<file path="config.mk">
export PLATFORM = sky130hd
export DESIGN_NAME = ordered_array_list_engine_unit
export DESIGN_NICKNAME = d
export VERILOG_FILES = /design/src/rtl/oal_pkg.sv /design/src/rtl/ordered_array_list_engine_unit.sv /design/src/rtl/oal_mem.sv /design/src/rtl/oal_ctrl.sv
export SDC_FILE = /design/constraint.sdc
export NUM_CORES = 1
export LEC_CHECK = 0
export ABC_AREA = 1
export BUFFER_PORTS_ARGS = -buffer_cell sky130_fd_sc_hd__buf_2
export CAP_MARGIN = 10
export CORE_MARGIN = 4
export CORE_UTILIZATION = 40
export CTS_BUF_LIST = sky130_fd_sc_hd__clkbuf_4
export CTS_CLUSTER_DIAMETER = 120
export DETAILED_ROUTE_END_ITERATION = 8
export PLACE_DENSITY = 0.62
export SETUP_SLACK_MARGIN = 0.05
export SLEW_MARGIN = 30
export SYNTH_ARGS = -nofsm -noshare
export SYNTH_HDL_FRONTEND = slang
export SYNTH_SLANG_ARGS = --single-unit
</file>
<file path="constraint.sdc">
create_clock -name clk_i -period 7.2 [get_ports clk_i]
set_input_delay 1.44 -clock clk_i [delete_from_list [all_inputs] [get_ports clk_i]]
set_output_delay 1.44 -clock clk_i [all_outputs]
set_load 0.02 [all_outputs]
</file>
<file path="src/rtl/oal_pkg.sv">
`default_nettype none

package oal_pkg;

  // Widths that the transaction fields fix.
  localparam int unsigned DATA_W = 32;
  localparam int unsigned POS_W  = 4;
  localparam int unsigned LEN_W  = 4;

  typedef enum logic [2:0] {
    OP_INSERT  = 3'd0,
    OP_APPEND  = 3'd1,
    OP_REMOVE  = 3'd2,
    OP_REPLACE = 3'd3,
    OP_READ    = 3'd4,
    OP_SEARCH  = 3'd5,
    OP_RMKEY   = 3'd6,
    OP_CLEAR   = 3'd7
  } op_e;

  typedef enum logic [1:0] {
    STAT_OK    = 2'd0,
    STAT_RANGE = 2'd1,
    STAT_FULL  = 2'd2,
    STAT_NOKEY = 2'd3
  } status_e;

  typedef enum logic [3:0] {
    S_IDLE,
    S_UP_RD,
    S_UP_WR,
    S_PUT,
    S_FETCH,
    S_TAKE,
    S_DN_RD,
    S_DN_WR,
    S_SCAN_RD,
    S_SCAN_CMP
  } state_e;

  typedef struct packed {
    op_e                      op;
    logic [POS_W-1:0]         position;
    logic signed [DATA_W-1:0] value;
  } cmd_t;

  typedef struct packed {
    logic signed [DATA_W-1:0] data_out;
    logic                     found;
    status_e                  status;
    logic [LEN_W-1:0]         length;
  } rsp_t;

  // Completion of one command, handed from the sequencer to the result register.
  typedef struct packed {
    logic valid;
    rsp_t rsp;
  } fin_t;

endpackage

`default_nettype wire

</file>
<file path="src/rtl/ordered_array_list_engine_unit.sv">
// Result timing: a clear or a rejected command gives its result strobe in the cycle after
// acceptance; any other command gives it once the sequencer has written, moved, read or
// compared the entries that it needs.
// Commands: one at a time; the single read and single write port of the entry memory
// limit the pace, since each entry moved or compared takes a read state and then a
// write or compare state.
// Reset: the count clears at once; entries are not cleared and the receiver cannot stall.
`default_nettype none

module ordered_array_list_engine_unit #(
  parameter int unsigned DEPTH = 8
) (
  input  wire logic          clk_i,
  input  wire logic          rst_ni,
  input  wire logic          start,
  input  wire oal_pkg::cmd_t cmd_i,
  output logic               busy,
  output logic               done_o,
  output oal_pkg::rsp_t      rsp_o
);
  import oal_pkg::*;

  // Memory address width and count width follow from the depth.
  localparam int unsigned AW = (DEPTH > 1) ? $clog2(DEPTH) : 1;
  localparam int unsigned CW = $clog2(DEPTH + 1);

  fin_t              fin;
  logic              rd_en, wr_en;
  logic [AW-1:0]     rd_addr, wr_addr;
  logic [DATA_W-1:0] rd_data, wr_data;
  logic              done_q;
  rsp_t              rsp_q;

  // The sequencer walks the list one entry at a time through the memory's two ports:
  // shifting entries up for an insert, down for a removal, or comparing them
  // against the key for a search.
  oal_ctrl #(
    .DEPTH (DEPTH),
    .AW    (AW),
    .CW    (CW)
  ) u_ctrl (
    .clk_i     (clk_i),
    .rst_ni    (rst_ni),
    .start_i   (start),
    .cmd_i     (cmd_i),
    .busy_o    (busy),
    .fin_o     (fin),
    .rd_en_o   (rd_en),
    .rd_addr_o (rd_addr),
    .rd_data_i (rd_data),
    .wr_en_o   (wr_en),
    .wr_addr_o (wr_addr),
    .wr_data_o (wr_data)
  );

  // Entry store with a registered read, so read data arrives in the cycle after the read.
  oal_mem #(
    .DEPTH (DEPTH),
    .AW    (AW)
  ) u_mem (
    .clk_i     (clk_i),
    .rd_en_i   (rd_en),
    .rd_addr_i (rd_addr),
    .rd_data_o (rd_data),
    .wr_en_i   (wr_en),
    .wr_addr_i (wr_addr),
    .wr_data_i (wr_data)
  );

  // Result register: each transaction is shown for exactly one cycle. The
  // sequencer is already idle in that cycle, so a new command can be taken.
  always_ff @(posedge clk_i or negedge rst_ni) begin
    if (!rst_ni) begin
      done_q <= 1'b0;
    end else begin
      done_q <= fin.valid;
    end
  end

  always_ff @(posedge clk_i) begin
    if (fin.valid) begin
      rsp_q <= fin.rsp;
    end
  end

  assign done_o = done_q;
  assign rsp_o  = rsp_q;

  // A result is only ever shown once the sequencer has returned to idle.
  assert property (@(posedge clk_i) disable iff (!rst_ni) done_o |-> !busy)
    else $error("result strobe while the sequencer is busy");

  // Every accepted command either keeps the block busy or completes at once.
  assert property (@(posedge clk_i) disable iff (!rst_ni) (start && !busy) |=> (busy || done_o))
    else $error("accepted command neither in progress nor completed");

  // A failed command never returns data.
  assert property (@(posedge clk_i) disable iff (!rst_ni)
    (done_o && rsp_o.status != STAT_OK) |-> (rsp_o.data_out == '0 && !rsp_o.found))
    else $error("error result carries data or a match");

endmodule

`default_nettype wire

</file>
<file path="src/rtl/oal_mem.sv">
`default_nettype none

module oal_mem #(
  parameter int unsigned DEPTH = 8,
  parameter int unsigned AW    = 3
) (
  input  wire logic                        clk_i,
  input  wire logic                        rd_en_i,
  input  wire logic [AW-1:0]               rd_addr_i,
  output logic      [oal_pkg::DATA_W-1:0]  rd_data_o,
  input  wire logic                        wr_en_i,
  input  wire logic [AW-1:0]               wr_addr_i,
  input  wire logic [oal_pkg::DATA_W-1:0]  wr_data_i
);
  import oal_pkg::*;

  logic [DATA_W-1:0] mem_q [DEPTH];
  logic [DATA_W-1:0] rd_data_q;

  always_ff @(posedge clk_i) begin
    if (wr_en_i) begin
      mem_q[wr_addr_i] <= wr_data_i;
    end
  end

  always_ff @(posedge clk_i) begin
    if (rd_en_i) begin
      rd_data_q <= mem_q[rd_addr_i];
    end
  end

  assign rd_data_o = rd_data_q;

endmodule

`default_nettype wire

</file>
<file path="src/rtl/oal_ctrl.sv">
`default_nettype none

module oal_ctrl #(
  parameter int unsigned DEPTH = 8,
  parameter int unsigned AW    = 3,
  parameter int unsigned CW    = 4
) (
  input  wire logic                        clk_i,
  input  wire logic                        rst_ni,
  input  wire logic                        start_i,
  input  wire oal_pkg::cmd_t               cmd_i,
  output logic                             busy_o,
  output oal_pkg::fin_t                    fin_o,
  output logic                             rd_en_o,
  output logic      [AW-1:0]               rd_addr_o,
  input  wire logic [oal_pkg::DATA_W-1:0]  rd_data_i,
  output logic                             wr_en_o,
  output logic      [AW-1:0]               wr_addr_o,
  output logic      [oal_pkg::DATA_W-1:0]  wr_data_o
);
  import oal_pkg::*;

  localparam int unsigned EW = (CW > POS_W) ? CW : POS_W;

  state_e            state_q, state_d;
  op_e               op_q, op_d;
  logic [CW-1:0]     cnt_q, cnt_d;
  logic [CW-1:0]     idx_q, idx_d;
  logic [CW-1:0]     tgt_q, tgt_d;
  logic [CW-1:0]     where_q, where_d;
  logic              hit_q, hit_d;
  logic [DATA_W-1:0] key_q, key_d;
  logic [DATA_W-1:0] data_q, data_d;

  logic          accept;
  logic          full;
  logic [EW-1:0] pos_ext, cnt_ext;
  logic          pos_gt_cnt, pos_ge_cnt, pos_eq_cnt;
  logic [CW-1:0] idx_dec, idx_inc, idx_inc2, tgt_inc;
  logic          up_last, match, scan_last, hit_any, dn_take_more, dn_more;

  assign accept     = start_i && (state_q == S_IDLE);
  assign full       = (cnt_q == CW'(DEPTH));
  assign pos_ext    = EW'(cmd_i.position);
  assign cnt_ext    = EW'(cnt_q);
  assign pos_gt_cnt = pos_ext > cnt_ext;
  assign pos_ge_cnt = pos_ext >= cnt_ext;
  assign pos_eq_cnt = pos_ext == cnt_ext;
  assign idx_dec    = idx_q - CW'(1);
  assign idx_inc    = idx_q + CW'(1);
  assign idx_inc2   = idx_inc + CW'(1);
  assign tgt_inc    = tgt_q + CW'(1);
  assign up_last    = (idx_dec == tgt_q);
  assign match      = (rd_data_i == key_q);
  assign scan_last  = (idx_inc == cnt_q);
  assign hit_any    = hit_q || match;
  assign dn_take_more = (tgt_inc < cnt_q);
  assign dn_more    = (idx_inc2 < cnt_q);

  // Next state.
  always_comb begin
    state_d = state_q;
    unique case (state_q)
      S_IDLE: begin
        if (accept) begin
          case (cmd_i.op)
            OP_INSERT: begin
              if (!full && !pos_gt_cnt) begin
                state_d = pos_eq_cnt ? S_PUT : S_UP_RD;
              end
            end
            OP_APPEND: begin
              if (!full) begin
                state_d = S_PUT;
              end
            end
            OP_REPLACE: begin
              if (!pos_ge_cnt) begin
                state_d = S_PUT;
              end
            end
            OP_REMOVE, OP_READ: begin
              if (!pos_ge_cnt) begin
                state_d = S_FETCH;
              end
            end
            OP_SEARCH, OP_RMKEY: begin
              if (cnt_q != '0) begin
                state_d = S_SCAN_RD;
              end
            end
            default: state_d = S_IDLE;
          endcase
        end
      end
      S_UP_RD:    state_d = S_UP_WR;
      S_UP_WR:    state_d = up_last ? S_PUT : S_UP_RD;
      S_PUT:      state_d = S_IDLE;
      S_FETCH:    state_d = S_TAKE;
      S_TAKE: begin
        if (op_q != OP_READ && dn_take_more) begin
          state_d = S_DN_RD;
        end else begin
          state_d = S_IDLE;
        end
      end
      S_DN_RD:    state_d = S_DN_WR;
      S_DN_WR:    state_d = dn_more ? S_DN_RD : S_IDLE;
      S_SCAN_RD:  state_d = S_SCAN_CMP;
      S_SCAN_CMP: begin
        if (!scan_last) begin
          state_d = S_SCAN_RD;
        end else if (hit_any && op_q == OP_RMKEY) begin
          state_d = S_FETCH;
        end else begin
          state_d = S_IDLE;
        end
      end
      default:    state_d = S_IDLE;
    endcase
  end

  // Datapath control, memory port and completion.
  always_comb begin
    op_d      = op_q;
    cnt_d     = cnt_q;
    idx_d     = idx_q;
    tgt_d     = tgt_q;
    where_d   = where_q;
    hit_d     = hit_q;
    key_d     = key_q;
    data_d    = data_q;
    rd_en_o   = 1'b0;
    rd_addr_o = idx_q[AW-1:0];
    wr_en_o   = 1'b0;
    wr_addr_o = tgt_q[AW-1:0];
    wr_data_o = key_q;
    fin_o     = '0;

    unique case (state_q)
      S_IDLE: begin
        if (accept) begin
          op_d   = cmd_i.op;
          key_d  = cmd_i.value;
          hit_d  = 1'b0;
          data_d = '0;
          case (cmd_i.op)
            OP_INSERT: begin
              if (full) begin
                fin_o.valid      = 1'b1;
                fin_o.rsp.status = STAT_FULL;
              end else if (pos_gt_cnt) begin
                fin_o.valid      = 1'b1;
                fin_o.rsp.status = STAT_RANGE;
              end else begin
                tgt_d = CW'(cmd_i.position);
                idx_d = cnt_q;
              end
            end
            OP_APPEND: begin
              if (full) begin
                fin_o.valid      = 1'b1;
                fin_o.rsp.status = STAT_FULL;
              end else begin
                tgt_d = cnt_q;
              end
            end
            OP_REMOVE, OP_REPLACE, OP_READ: begin
              if (pos_ge_cnt) begin
                fin_o.valid      = 1'b1;
                fin_o.rsp.status = STAT_RANGE;
              end else begin
                tgt_d = CW'(cmd_i.position);
              end
            end
            OP_SEARCH, OP_RMKEY: begin
              if (cnt_q == '0) begin
                fin_o.valid      = 1'b1;
                fin_o.rsp.status = STAT_NOKEY;
              end else begin
                idx_d = '0;
              end
            end
            default: begin
              // Clear: entries beyond the count are never read back.
              cnt_d       = '0;
              fin_o.valid = 1'b1;
            end
          endcase
        end
      end
      S_UP_RD: begin
        rd_en_o   = 1'b1;
        rd_addr_o = idx_dec[AW-1:0];
      end
      S_UP_WR: begin
        wr_en_o   = 1'b1;
        wr_addr_o = idx_q[AW-1:0];
        wr_data_o = rd_data_i;
        idx_d     = idx_dec;
      end
      S_PUT: begin
        wr_en_o     = 1'b1;
        fin_o.valid = 1'b1;
        if (op_q != OP_REPLACE) begin
          cnt_d = cnt_q + CW'(1);
        end
      end
      S_FETCH: begin
        rd_en_o   = 1'b1;
        rd_addr_o = tgt_q[AW-1:0];
      end
      S_TAKE: begin
        data_d = rd_data_i;
        idx_d  = tgt_q;
        if (op_q == OP_READ) begin
          fin_o.valid         = 1'b1;
          fin_o.rsp.data_out  = rd_data_i;
        end else if (!dn_take_more) begin
          cnt_d               = cnt_q - CW'(1);
          fin_o.valid         = 1'b1;
          fin_o.rsp.data_out  = rd_data_i;
          fin_o.rsp.found     = (op_q == OP_RMKEY);
        end
      end
      S_DN_RD: begin
        rd_en_o   = 1'b1;
        rd_addr_o = idx_inc[AW-1:0];
      end
      S_DN_WR: begin
        wr_en_o   = 1'b1;
        wr_addr_o = idx_q[AW-1:0];
        wr_data_o = rd_data_i;
        idx_d     = idx_inc;
        if (!dn_more) begin
          cnt_d              = cnt_q - CW'(1);
          fin_o.valid        = 1'b1;
          fin_o.rsp.data_out = data_q;
          fin_o.rsp.found    = (op_q == OP_RMKEY);
        end
      end
      S_SCAN_RD: begin
        rd_en_o = 1'b1;
      end
      S_SCAN_CMP: begin
        // The last match wins, so a later hit overwrites the recorded index.
        if (match) begin
          hit_d   = 1'b1;
          where_d = idx_q;
        end
        if (!scan_last) begin
          idx_d = idx_inc;
        end else if (!hit_any) begin
          fin_o.valid      = 1'b1;
          fin_o.rsp.status = STAT_NOKEY;
        end else if (op_q == OP_SEARCH) begin
          fin_o.valid     = 1'b1;
          fin_o.rsp.found = 1'b1;
        end else begin
          tgt_d = match ? idx_q : where_q;
        end
      end
      default: begin
        fin_o = '0;
      end
    endcase

    fin_o.rsp.length = LEN_W'(cnt_d);
  end

  always_ff @(posedge clk_i or negedge rst_ni) begin
    if (!rst_ni) begin
      state_q <= S_IDLE;
      cnt_q   <= '0;
    end else begin
      state_q <= state_d;
      cnt_q   <= cnt_d;
    end
  end

  always_ff @(posedge clk_i) begin
    op_q    <= op_d;
    idx_q   <= idx_d;
    tgt_q   <= tgt_d;
    where_q <= where_d;
    hit_q   <= hit_d;
    key_q   <= key_d;
    data_q  <= data_d;
  end

  assign busy_o = (state_q != S_IDLE);

endmodule

`default_nettype wire

</file>
==> impl_metrics.csv, run 1 <==
group,metric,value,unit
outcome,status,"completed",
drt,wl_per_cell,17.4,um
sta,tightestPinTransition,926,ps
floorplan,die_w,228,um
layout,final_nets,2081,
place,dp_slack,3020,ps
power_and_ir_drop,pwr-share-clk,18.9,%
drt,viasPerCell,4.97,
job,drv_cap,0,
sta,max_freq,236,MHz
critical_path,startpoint,"u_ctrl.idx_q[0]",
power_and_ir_drop,ir_drop,0.000392,V
clock_network,clkSinkCount,416,
synthesis,ys_types,36,
worst_hold_path,hold_class,"in -> async",
synthesis,syn_avg_cell_area,10.2,um^2
synthesis,ys_seq_area_share,64.5,%
floorplan,start_util,40.4,%
synthesis,synth_area,19300,um^2
global_route,grt_pass1_wl,73.0,mm
sta,clock_skew,45.1,ps
place,numPlacedInstances,2526,
global_route,overflow,0,
power_and_ir_drop,share_seq_of_total_power,36.4,%
power_and_ir_drop,switching_share,44.0,%
critical_path,cpMaxStageDelayCell,"clkinv_2",
critical_path,worst-path-max-fanout,65,
sta,slew_viol_final,0,
drt,drc,0,
sta,period_needed,4240,ps
synthesis,yosysWarnings,0,
floorplan,io_pins,83,
drt,first_iter_violations,1000,
critical_path,r2r-start,"u_ctrl.idx_q[0]",
synthesis,ys_seq_elements,416,
power_and_ir_drop,p_int,5.78,mW
global_route,grt.total_usage,18.2,%
synthesis,synth_commonest_cells,"nand2_1 (479), edfxtp_1 (407), inv_1 (337)",
sta,worst_hold_slack,517,ps
critical_path,required,7730,ps
clock_network,ctsHoldBuffers,0,
synthesis,syn_nets,1952,
clock_network,cts_buffers,107,
clock_network,cts_setup_buffers,0,
place,place_congestion,0.853,
sta,slew_headroom,38.3,%
global_route,antenna_found_initial,1,
drt,drt_first_pass_iters,7,
layout,finalNonFillerCells,2707,
critical_path,max_stage_delay,780,ps
sta,fin_crit_sh,58.9,%
layout,drive_gt1_share,14.1,%
sta,hold_viol,0,
critical_path,end_kind,"flip-flop",
power_and_ir_drop,power_frac_comb,44.7,%
drt,wirelength,47.0,mm
synthesis,syn_inst,1891,
critical_path,crit_chain,"inv_1, ha_1, inv_1, o22ai_1, nor2_4, buf_4, clkinv_2, buf_4, nand3_1, nand2_1, nand2_1, nand2_1",
synthesis,ys.flop_type,"edfxtp_1",
layout,area_growth,11.7,%
sta,grt_setup_unrepaired,"no",
synthesis,yosys.area.top_type,"edfxtp_1",
critical_path,worstSetupPathType,"reg -> reg",
critical_path,cp.arrival,4770,ps
place,dpl-instance-area,20200,um^2
sta,finalSetupViolations,0,
global_route,grt_start_max_net_pins,130,
synthesis,yosysTopAreaCellShare,63.4,%
floorplan,fp.dieH,228,um
layout,regArea,12400,um^2
drt,ant_nets,0,
power_and_ir_drop,p_sw,4.55,mW
global_route,grt_pass1_vias,13300,
synthesis,async_flop_share,2.16,%
power_and_ir_drop,power.density,479,nW/um^2
synthesis,synth.most_common_cell,"nand2_1",
layout,fill_cells,4507,
clock_network,clk_pin_slew,80,ps
floorplan,core,47700,um^2
clock_network,root_buffer,"clkbuf_4",
floorplan,core.rowCount,80,
drt,via_count,13500,
critical_path,cp_common_cell,"nand2_1",
sta,finalSetupTns,0,ps
layout,multiInputGateArea,5160,um^2
synthesis,synth.area.top_cells,"edfxtp_1 (63%), nand2_1 (9.3%), nand3_1 (6.6%), inv_1 (6.6%), nor2_1 (1.7%)",
clock_network,insertion_delay,800,ps
place,portBuffers,82,
clock_network,tritoncts,"yes",
layout,final_area,21500,um^2
floorplan,die_area,51800,um^2
power_and_ir_drop,power_leakage,9.47,nW
place,dp_hpwl,26.9,mm
synthesis,synth_edf_count,407,
clock_network,cts_max_level,3,
sta,setup_ws,2960,ps
clock_network,cts-resized-gates,0,
clock_network,cts_buffer_depth,3,
critical_path,start_kind,"flip-flop",
[cells by family (layout without fill, tap and decap cells)]
logic type	Yosys count	after routing	share of synthesized area, %
buffers and inverters	427	627	9.34
xor gates and xnor gates	25	25	1.14
DFF	416	416	64.5
and+or+nand+nor	871	871	19.5
other	0	1	0
adders and majority gates	19	19	1.23
AOI/OAI and AO/OA	133	133	4.27
[worst max-delay path, delay by kind of cell (launching register included)]
| kind | cells | cell delay [ps] |
|---|---|---|
| buf+inv | 5 | 2480 |
| flops | 1 | 520 |
| simple gates | 5 | 460 |
| fa+ha+maj | 1 | 350 |
| compound gates | 1 | 140 |
[worst paths after layout]
path | slack (ps) | end | cells after the start
min in group clk_i | 530 | rsp_o[15] | 1
setup / recovery | 2960 | u_mem.rd_data_o[26] | 12
hold / removal | 520 | u_ctrl.state_q[2] | 1
hold reg to reg | 530 | rsp_o[15] | 1
max in group asynchronous | 6430 | u_ctrl.cnt_ext[3] | 1
setup reg to reg | 2960 | u_mem.rd_data_o[26] | 12
[registers in the layout, indices dropped and copies added, names as in the netlist]
register,cells
done_o,1
rsp_o,39
u_ctrl.cnt_ext,4
u_ctrl.data_q,32
u_ctrl.hit_q,1
u_ctrl.idx_q,4
u_ctrl.key_q,32
u_ctrl.op_q,3
u_ctrl.state_q,4
u_ctrl.tgt_q,4
u_ctrl.where_q,4
u_mem.mem_q,256
u_mem.rd_data_o,32
[per-layer routing]
layer / vias to the layer above / routed length (um) / GRT usage [%]
met1: 6376 / 19900 / 23.5
li1: 6542 / - / -
met2: 442 / 22700 / 30.4
met4: 0 / 1260 / 7.38
met3: 92 / 3030 / 3.49
met5: - / 0 / 0
[cell usage in the layout (no fill, tap or decap), drive strengths merged, types with 2 or more instances in the layout]
master / n
clkbuf: 146
xor2: 9
xnor2: 16
nor2: 90
nand2: 480
a22o: 32
o21ai: 62
o221ai: 3
clkinv: 30
a21o: 2
nand3b: 33
bufinv: 2
edfxtp: 407
nand4: 5
inv: 344
a21oi: 23
dfrtp: 9
o22ai: 2
nand3: 254
ha: 19
a31oi: 3
o211ai: 2
buf: 105
nor3: 8
[power groups by stage]
stage                     sequential [mW]  clock (mW)  combinational, mW
after floorplan                      3.81           0               3.45
after global placement               3.81           0               4.52
after detailed placement             3.81           0               4.62
after CTS                            3.76        2.02               4.64
after global routing                 3.80        2.15               5.22
final                                3.76        1.95               4.62
[final cells by class]
type                    instances  area share [%]
flip-flops and latches        416            57.8
clock buffers                 146            5.09
diodes                          1          0.0116
inverters                     342            5.97
well taps                     615            3.57
clock inverters                34           0.918
multi-input cells            1048            24.0
repair buffers                105            2.71
[stage by stage]
step | power (mW) | util, %
3_3_place_gp | 8.33 | 42.4
6_report | 10.3 | 45.1
2_1_floorplan | 7.26 | -
3_5_place_dp | 8.43 | 42.4
4_1_cts | 10.4 | 45.1
5_1_grt | 11.2 | 45.1
No activity file was read; power rests on OpenSTA's default activity.
==> run 2: changes to the inputs <==
--- a/config.mk
+++ b/config.mk
@@ -13,7 +13,7 @@
 export CTS_BUF_LIST = sky130_fd_sc_hd__clkbuf_4
 export CTS_CLUSTER_DIAMETER = 120
 export DETAILED_ROUTE_END_ITERATION = 8
-export PLACE_DENSITY = 0.62
+export PLACE_DENSITY = 0.64
 export SETUP_SLACK_MARGIN = 0.05
 export SLEW_MARGIN = 30
 export SYNTH_ARGS = -nofsm -noshare
==> constraint.sdc (replaced) <==
create_clock -name clk_i -period 3.77 [get_ports clk_i]
set_input_delay 0.754 -clock clk_i [delete_from_list [all_inputs] [get_ports clk_i]]
set_output_delay 0.754 -clock clk_i [all_outputs]
set_load 0.02 [all_outputs]
==> impl_metrics.csv, run 2 (synthesis results as in run 1) <==
group,metric,value,unit
critical_path,worstSetupPathType,"reg -> reg",
floorplan,core,47700,um^2
drt,dr_wl_met3,2.84,mm
critical_path,start_kind,"flip-flop",
clock_network,root_buffer,"clkbuf_4",
global_route,grt.total_usage,17.7,%
floorplan,io_pins,83,
drt,drt_first_pass_iters,5,
outcome,status,"completed",
sta,finalSetupViolations,0,
drt,first_iter_violations,917,
clock_network,cts_buffer_depth,3,
drt,via_count,13500,
layout,fill_cells,4388,
clock_network,clk_pin_slew,70,ps
sta,finalSetupTns,0,ps
critical_path,required,4180,ps
clock_network,cts_max_level,3,
critical_path,end_kind,"flip-flop",
floorplan,die_area,51800,um^2
floorplan,start_util,40.4,%
layout,largest_register_ffs,256,
clock_network,insertion_delay,810,ps
global_route,grt_pass1_wl,71.5,mm
drt,wirelength,45.6,mm
global_route,overflow,0,
power_and_ir_drop,share_seq_of_total_power,35.8,%
sta,max_freq,320,MHz
critical_path,reg2reg_to,"rsp_o[17]",
sta,hold_viol,0,
sta,slew_headroom,37.2,%
clock_network,ctsHoldBuffers,1,
drt,met1_length,19.3,mm
drt,top_layer,"met4",
power_and_ir_drop,p_sw,8.69,mW
global_route,grt_start_max_net_pins,129,
clock_network,clkSinkCount,416,
layout,layout_commonest_cell,"nand2_1",
place,dpl-instance-area,20400,um^2
power_and_ir_drop,power_frac_comb,45.6,%
critical_path,startpoint,"u_ctrl.idx_q[0]",
clock_network,tritoncts,"yes",
sta,grt_setup_unrepaired,"no",
critical_path,cp.arrival,3530,ps
sta,fin_crit_sh,82.9,%
sta,period_needed,3130,ps
place,place_congestion,0.900,
place,numPlacedInstances,2540,
floorplan,fp.dieH,228,um
global_route,grt_pass1_vias,13600,
drt,wl_per_cell,16.8,um
floorplan,core.rowCount,80,
layout,final_area,21700,um^2
clock_network,cts-resized-gates,0,
power_and_ir_drop,power_leakage,9.56,nW
place,portBuffers,82,
clock_network,cts_buffers,106,
critical_path,cp-endpoint,"rsp_o[17]",
worst_hold_path,hold_class,"in -> reg",
power_and_ir_drop,power,20.0,mW
layout,layout_common_cells,"nand2_1 (477), edfxtp_1 (407), inv_1 (336)",
job,drv_cap,0,
power_and_ir_drop,pwr-share-clk,18.6,%
place,dp_hpwl,27.3,mm
sta,worst_hold_slack,127,ps
layout,final_nets,2095,
drt,viasPerCell,4.94,
power_and_ir_drop,switching_share,43.6,%
drt,met2WireLength,22.0,mm
sta,slew_viol_final,0,
layout,finalNonFillerCells,2723,
critical_path,r2r-start,"u_ctrl.idx_q[0]",
critical_path,r2r_slack,640,ps
layout,area_growth,12.7,%
sta,tightestPinTransition,933,ps
clock_network,cts_setup_buffers,0,
sta,clock_skew,64.4,ps
critical_path,r2r_cells,16,
layout,drive_gt1_share,14.9,%
power_and_ir_drop,ir_drop,0.000854,V
global_route,antenna_found_initial,2,
critical_path,worst-path-max-fanout,33,
drt,ant_nets,0,
layout,top_register,"u_mem.mem_q",
drt,drc,0,
floorplan,die_w,228,um
power_and_ir_drop,p_int,11.3,mW
power_and_ir_drop,power.density,918,nW/um^2
==> run 2: cell count changes in the layout (fill, tap and decap cells not counted), sizes merged <==
cell and delta:
inv +1, clkbuf +11, bufinv -1, dlygate4sd3 +1
buf +14, clkinvlp +2, clkinv -12
==> run 2: worst min-delay path by stage <==
| stage | startpoint | endpoint | slack [ps] | depth (start not counted) |
|---|---|---|---|---|
| 3_5_place_dp | u_ctrl.data_q[9] | rsp_o[16] | 530 | 1 |
| 5_1_grt | cmd_i[18] | u_ctrl.key_q[18] | 50 | 1 |
| 4_1_cts | cmd_i[1] | u_ctrl.key_q[1] | 10 | 1 |
| 6_report | cmd_i[1] | u_ctrl.key_q[1] | 130 | 1 |
| 3_3_place_gp | u_ctrl.data_q[22] | rsp_o[29] | 530 | 1 |
| 2_1_floorplan | rst_ni | done_o | 460 | 0 |
==> run 2: power groups by stage <==
stage	logic [mW]	registers (mW)	clock network, mW
after global placement	8.98	7.22	0
after global routing	10.3	7.22	4.08
final	9.10	7.15	3.71
after CTS	9.19	7.15	3.85
after detailed placement	9.15	7.24	0
after floorplan	6.61	7.28	0
==> run 2: final cells by class <==
cell class / count / area, um^2 / area share [%]
sequential: 416 / 12400 / 57.3
multi-input combinational: 1048 / 5160 / 23.8
inverter: 342 / 1280 / 5.91
clock buffer: 157 / 1180 / 5.42
tap: 615 / 769 / 3.54
timing repair buffer: 120 / 761 / 3.50
clock inverter: 24 / 133 / 0.610
antenna: 1 / 2.50 / 0.0115
==> run 2: worst max-delay path, cell delays in order (launching register included) <==
cell	delay [ps]
edfxtp_1	520
ha_2	260
xor2_1	210
nand3_1	120
xor2_1	160
ha_1	290
nand2_1	50
inv_1	40
nand2_1	40
nand2_1	80
nand2_1	90
inv_1	100
nor2_1	40
o21ai_0	60
inv_1	50
nand4_1	90
buf_4	450
==> run 2: layer usage <==
layer | GRT usage, % | vias to the layer above
met5 | 0 | -
met4 | 8.12 | 0
met3 | 3.46 | 102
met2 | 29.6 | 393
met1 | 22.4 | 6384
li1 | - | 6581
==> run 2: metrics by stage <==
| step | util, % | setup slack, ps |
|---|---|---|
| CTS | 45.5 | 633 |
| floorplan | - | 64.0 |
| finish | 45.5 | 645 |
| global placement | 42.8 | 742 |
| global route | 45.5 | 295 |
| detailed placement | 42.8 | 706 |
==> run 3: changes to the inputs <==
--- a/config.mk
+++ b/config.mk
@@ -13,7 +13,7 @@
 export CTS_BUF_LIST = sky130_fd_sc_hd__clkbuf_4
 export CTS_CLUSTER_DIAMETER = 120
 export DETAILED_ROUTE_END_ITERATION = 8
-export PLACE_DENSITY = 0.64
+export PLACE_DENSITY = 0.62
 export SETUP_SLACK_MARGIN = 0.05
 export SLEW_MARGIN = 30
 export SYNTH_ARGS = -nofsm -noshare
==> constraint.sdc (replaced) <==
create_clock -name clk_i -period 2.96 [get_ports clk_i]
set_input_delay 0.592 -clock clk_i [delete_from_list [all_inputs] [get_ports clk_i]]
set_output_delay 0.592 -clock clk_i [all_outputs]
set_load 0.02 [all_outputs]
==> impl_metrics.csv, run 3 (synthesis results as in run 1) <==
group,metric,value,unit
clock_network,clkSinkCount,416,
critical_path,r2r_cells,17,
critical_path,crit_chain,"ha_4, xor2_2, nand3_1, xor2_1, ha_1, nand2_1, inv_1, nand2_1, nand2_2, nand2_2, inv_2, nor2_1, o21ai_1, inv_1, nand4_1, buf_6, buf_6",
layout,layout_commonest_cell,"nand2_1",
floorplan,die_area,51800,um^2
drt,wl_per_cell,16.8,um
global_route,grt_start_max_net_pins,85,
job,drv_cap,0,
sta,setup_ws,142,ps
clock_network,cts_max_level,3,
global_route,grt_pass1_vias,13400,
sta,clock_skew,53.1,ps
critical_path,worstSetupPathType,"reg -> reg",
clock_network,cts_buffers,108,
place,dp_slack,45.5,ps
global_route,antenna_found_initial,1,
sta,worst_hold_slack,140,ps
sta,fin_crit_sh,95.2,%
layout,final_core_util,47.2,%
drt,ant_nets,0,
layout,finalNonFillerCells,2786,
critical_path,max_stage_delay,510,ps
critical_path,required,3490,ps
floorplan,core,47700,um^2
sta,slew_viol_final,0,
layout,drive_gt1_share,15.9,%
place,numPlacedInstances,2562,
global_route,overflow,0,
power_and_ir_drop,power_leakage,9.91,nW
floorplan,fp.dieH,228,um
worst_hold_path,holdPathStages,3,
critical_path,start_kind,"flip-flop",
power_and_ir_drop,ir_drop,0.00107,V
place,dpl-instance-area,20700,um^2
drt,via_count,13500,
critical_path,cpMaxStageDelayCell,"edfxtp_1",
layout,final_area,22600,um^2
floorplan,start_util,40.4,%
drt,wirelength,46.9,mm
layout,area_growth,17.0,%
sta,max_freq,355,MHz
outcome,status,"completed",
place,place_congestion,0.848,
drt,first_iter_violations,992,
critical_path,end_kind,"flip-flop",
clock_network,tritoncts,"yes",
floorplan,die_w,228,um
drt,drt_first_pass_iters,5,
global_route,grt_pass1_wl,71.4,mm
place,dp_hpwl,27.3,mm
sta,grt_setup_unrepaired,"yes",
layout,layout_common_cells,"nand2_1 (474), edfxtp_1 (407), inv_1 (334)",
sta,period_needed,2820,ps
sta,tightestPinTransition,626,ps
critical_path,cp.arrival,3350,ps
clock_network,root_buffer,"clkbuf_4",
power_and_ir_drop,power.density,1160,nW/um^2
clock_network,clk_pin_slew,70,ps
worst_hold_path,hold_class,"in -> reg",
layout,top_register,"u_mem.mem_q",
sta,slew_headroom,58.0,%
drt,viasPerCell,4.85,
layout,final_nets,2159,
place,portBuffers,82,
global_route,grt.total_usage,17.8,%
drt,drc,0,
layout,largest_register_ffs,256,
floorplan,io_pins,83,
critical_path,worst-path-max-fanout,6,
clock_network,cts_buffer_depth,3,
sta,hold_viol,0,
floorplan,core.rowCount,80,
sta,finalSetupViolations,0,
clock_network,insertion_delay,840,ps
[run 3: changes by cell type in the layout (fill, tap and decap cells not counted), moves of 3 or more]
cell,before,now
nand2_2,1,4
buf_4,32,42
dlygate4sd3_1,1,36
nand2_1,477,474
clkinv_1,15,19
buf_12,5,18
[run 3: worst max-delay path: cells and delay by family (launching register included)]
family	cells	cell delay, ps
buffers and inverters	5	550
XOR/XNOR	2	330
adder cells (fa/ha/maj)	2	520
flip-flops	1	510
AO/OA/AOI/OAI	1	70
AND/OR/NAND/NOR	7	510
[run 3: per-layer routing]
metal  vias to the layer above  track usage [%]  wire length [um]
li1                       6701                -                 -
met5                         -                0                 0
met3                        86             3.26              2350
met2                       337             30.4             23000
met1                      6390             22.5             20400
met4                         0             6.79              1170
[run 3: final timing paths]
| path | from | endpoint | slack [ps] |
|---|---|---|---|
| max | u_ctrl.idx_q[1] | rsp_o[26] | 140 |
| max in group asynchronous | rst_ni | u_ctrl.state_q[3] | 2540 |
| min in group asynchronous | rst_ni | u_ctrl.state_q[1] | 160 |
| min | cmd_i[34] | u_ctrl.tgt_q[2] | 140 |
| max reg2reg | u_ctrl.idx_q[1] | rsp_o[26] | 140 |
| min reg2reg | u_ctrl.data_q[9] | rsp_o[16] | 530 |
[run 3: where the power goes]
part           switching [mW]  internal, mW
registers               0.522          8.55
logic                    8.51          3.83
clock network            2.29          2.56
[run 3: cell type report]
class	count	area (um^2)
Fill cell	4367	25200
Sequential cell	416	12400
Multi-Input combinational cell	1048	5190
Timing Repair Buffer	182	1520
Inverter	342	1290
Clock buffer	155	1160
Tap cell	615	769
Clock inverter	27	171
Antenna cell	1	2.50
[run 3: timing repair]
| item | in CTS | in global routing |
|---|---|---|
| endpoints found under the setup margin | 17 | 39 |
| cloned | 0 | 3 |
| buffers inserted | 0 | 2 |
| resized for setup | 1 | 12 |
| endpoints found under the hold margin | 44 | 0 |
| hold buffers | 36 | 0 |
| pin swaps | 0 | 1 |
[run 3: through the flow]
stage | total power, mW | TNS, ps
5_1_grt | 28.2 | -83.3
3_5_place_dp | 21.2 | 0
6_report | 26.3 | 0
3_3_place_gp | 21.0 | 0
2_1_floorplan | 17.7 | -28140
4_1_cts | 26.3 | 0
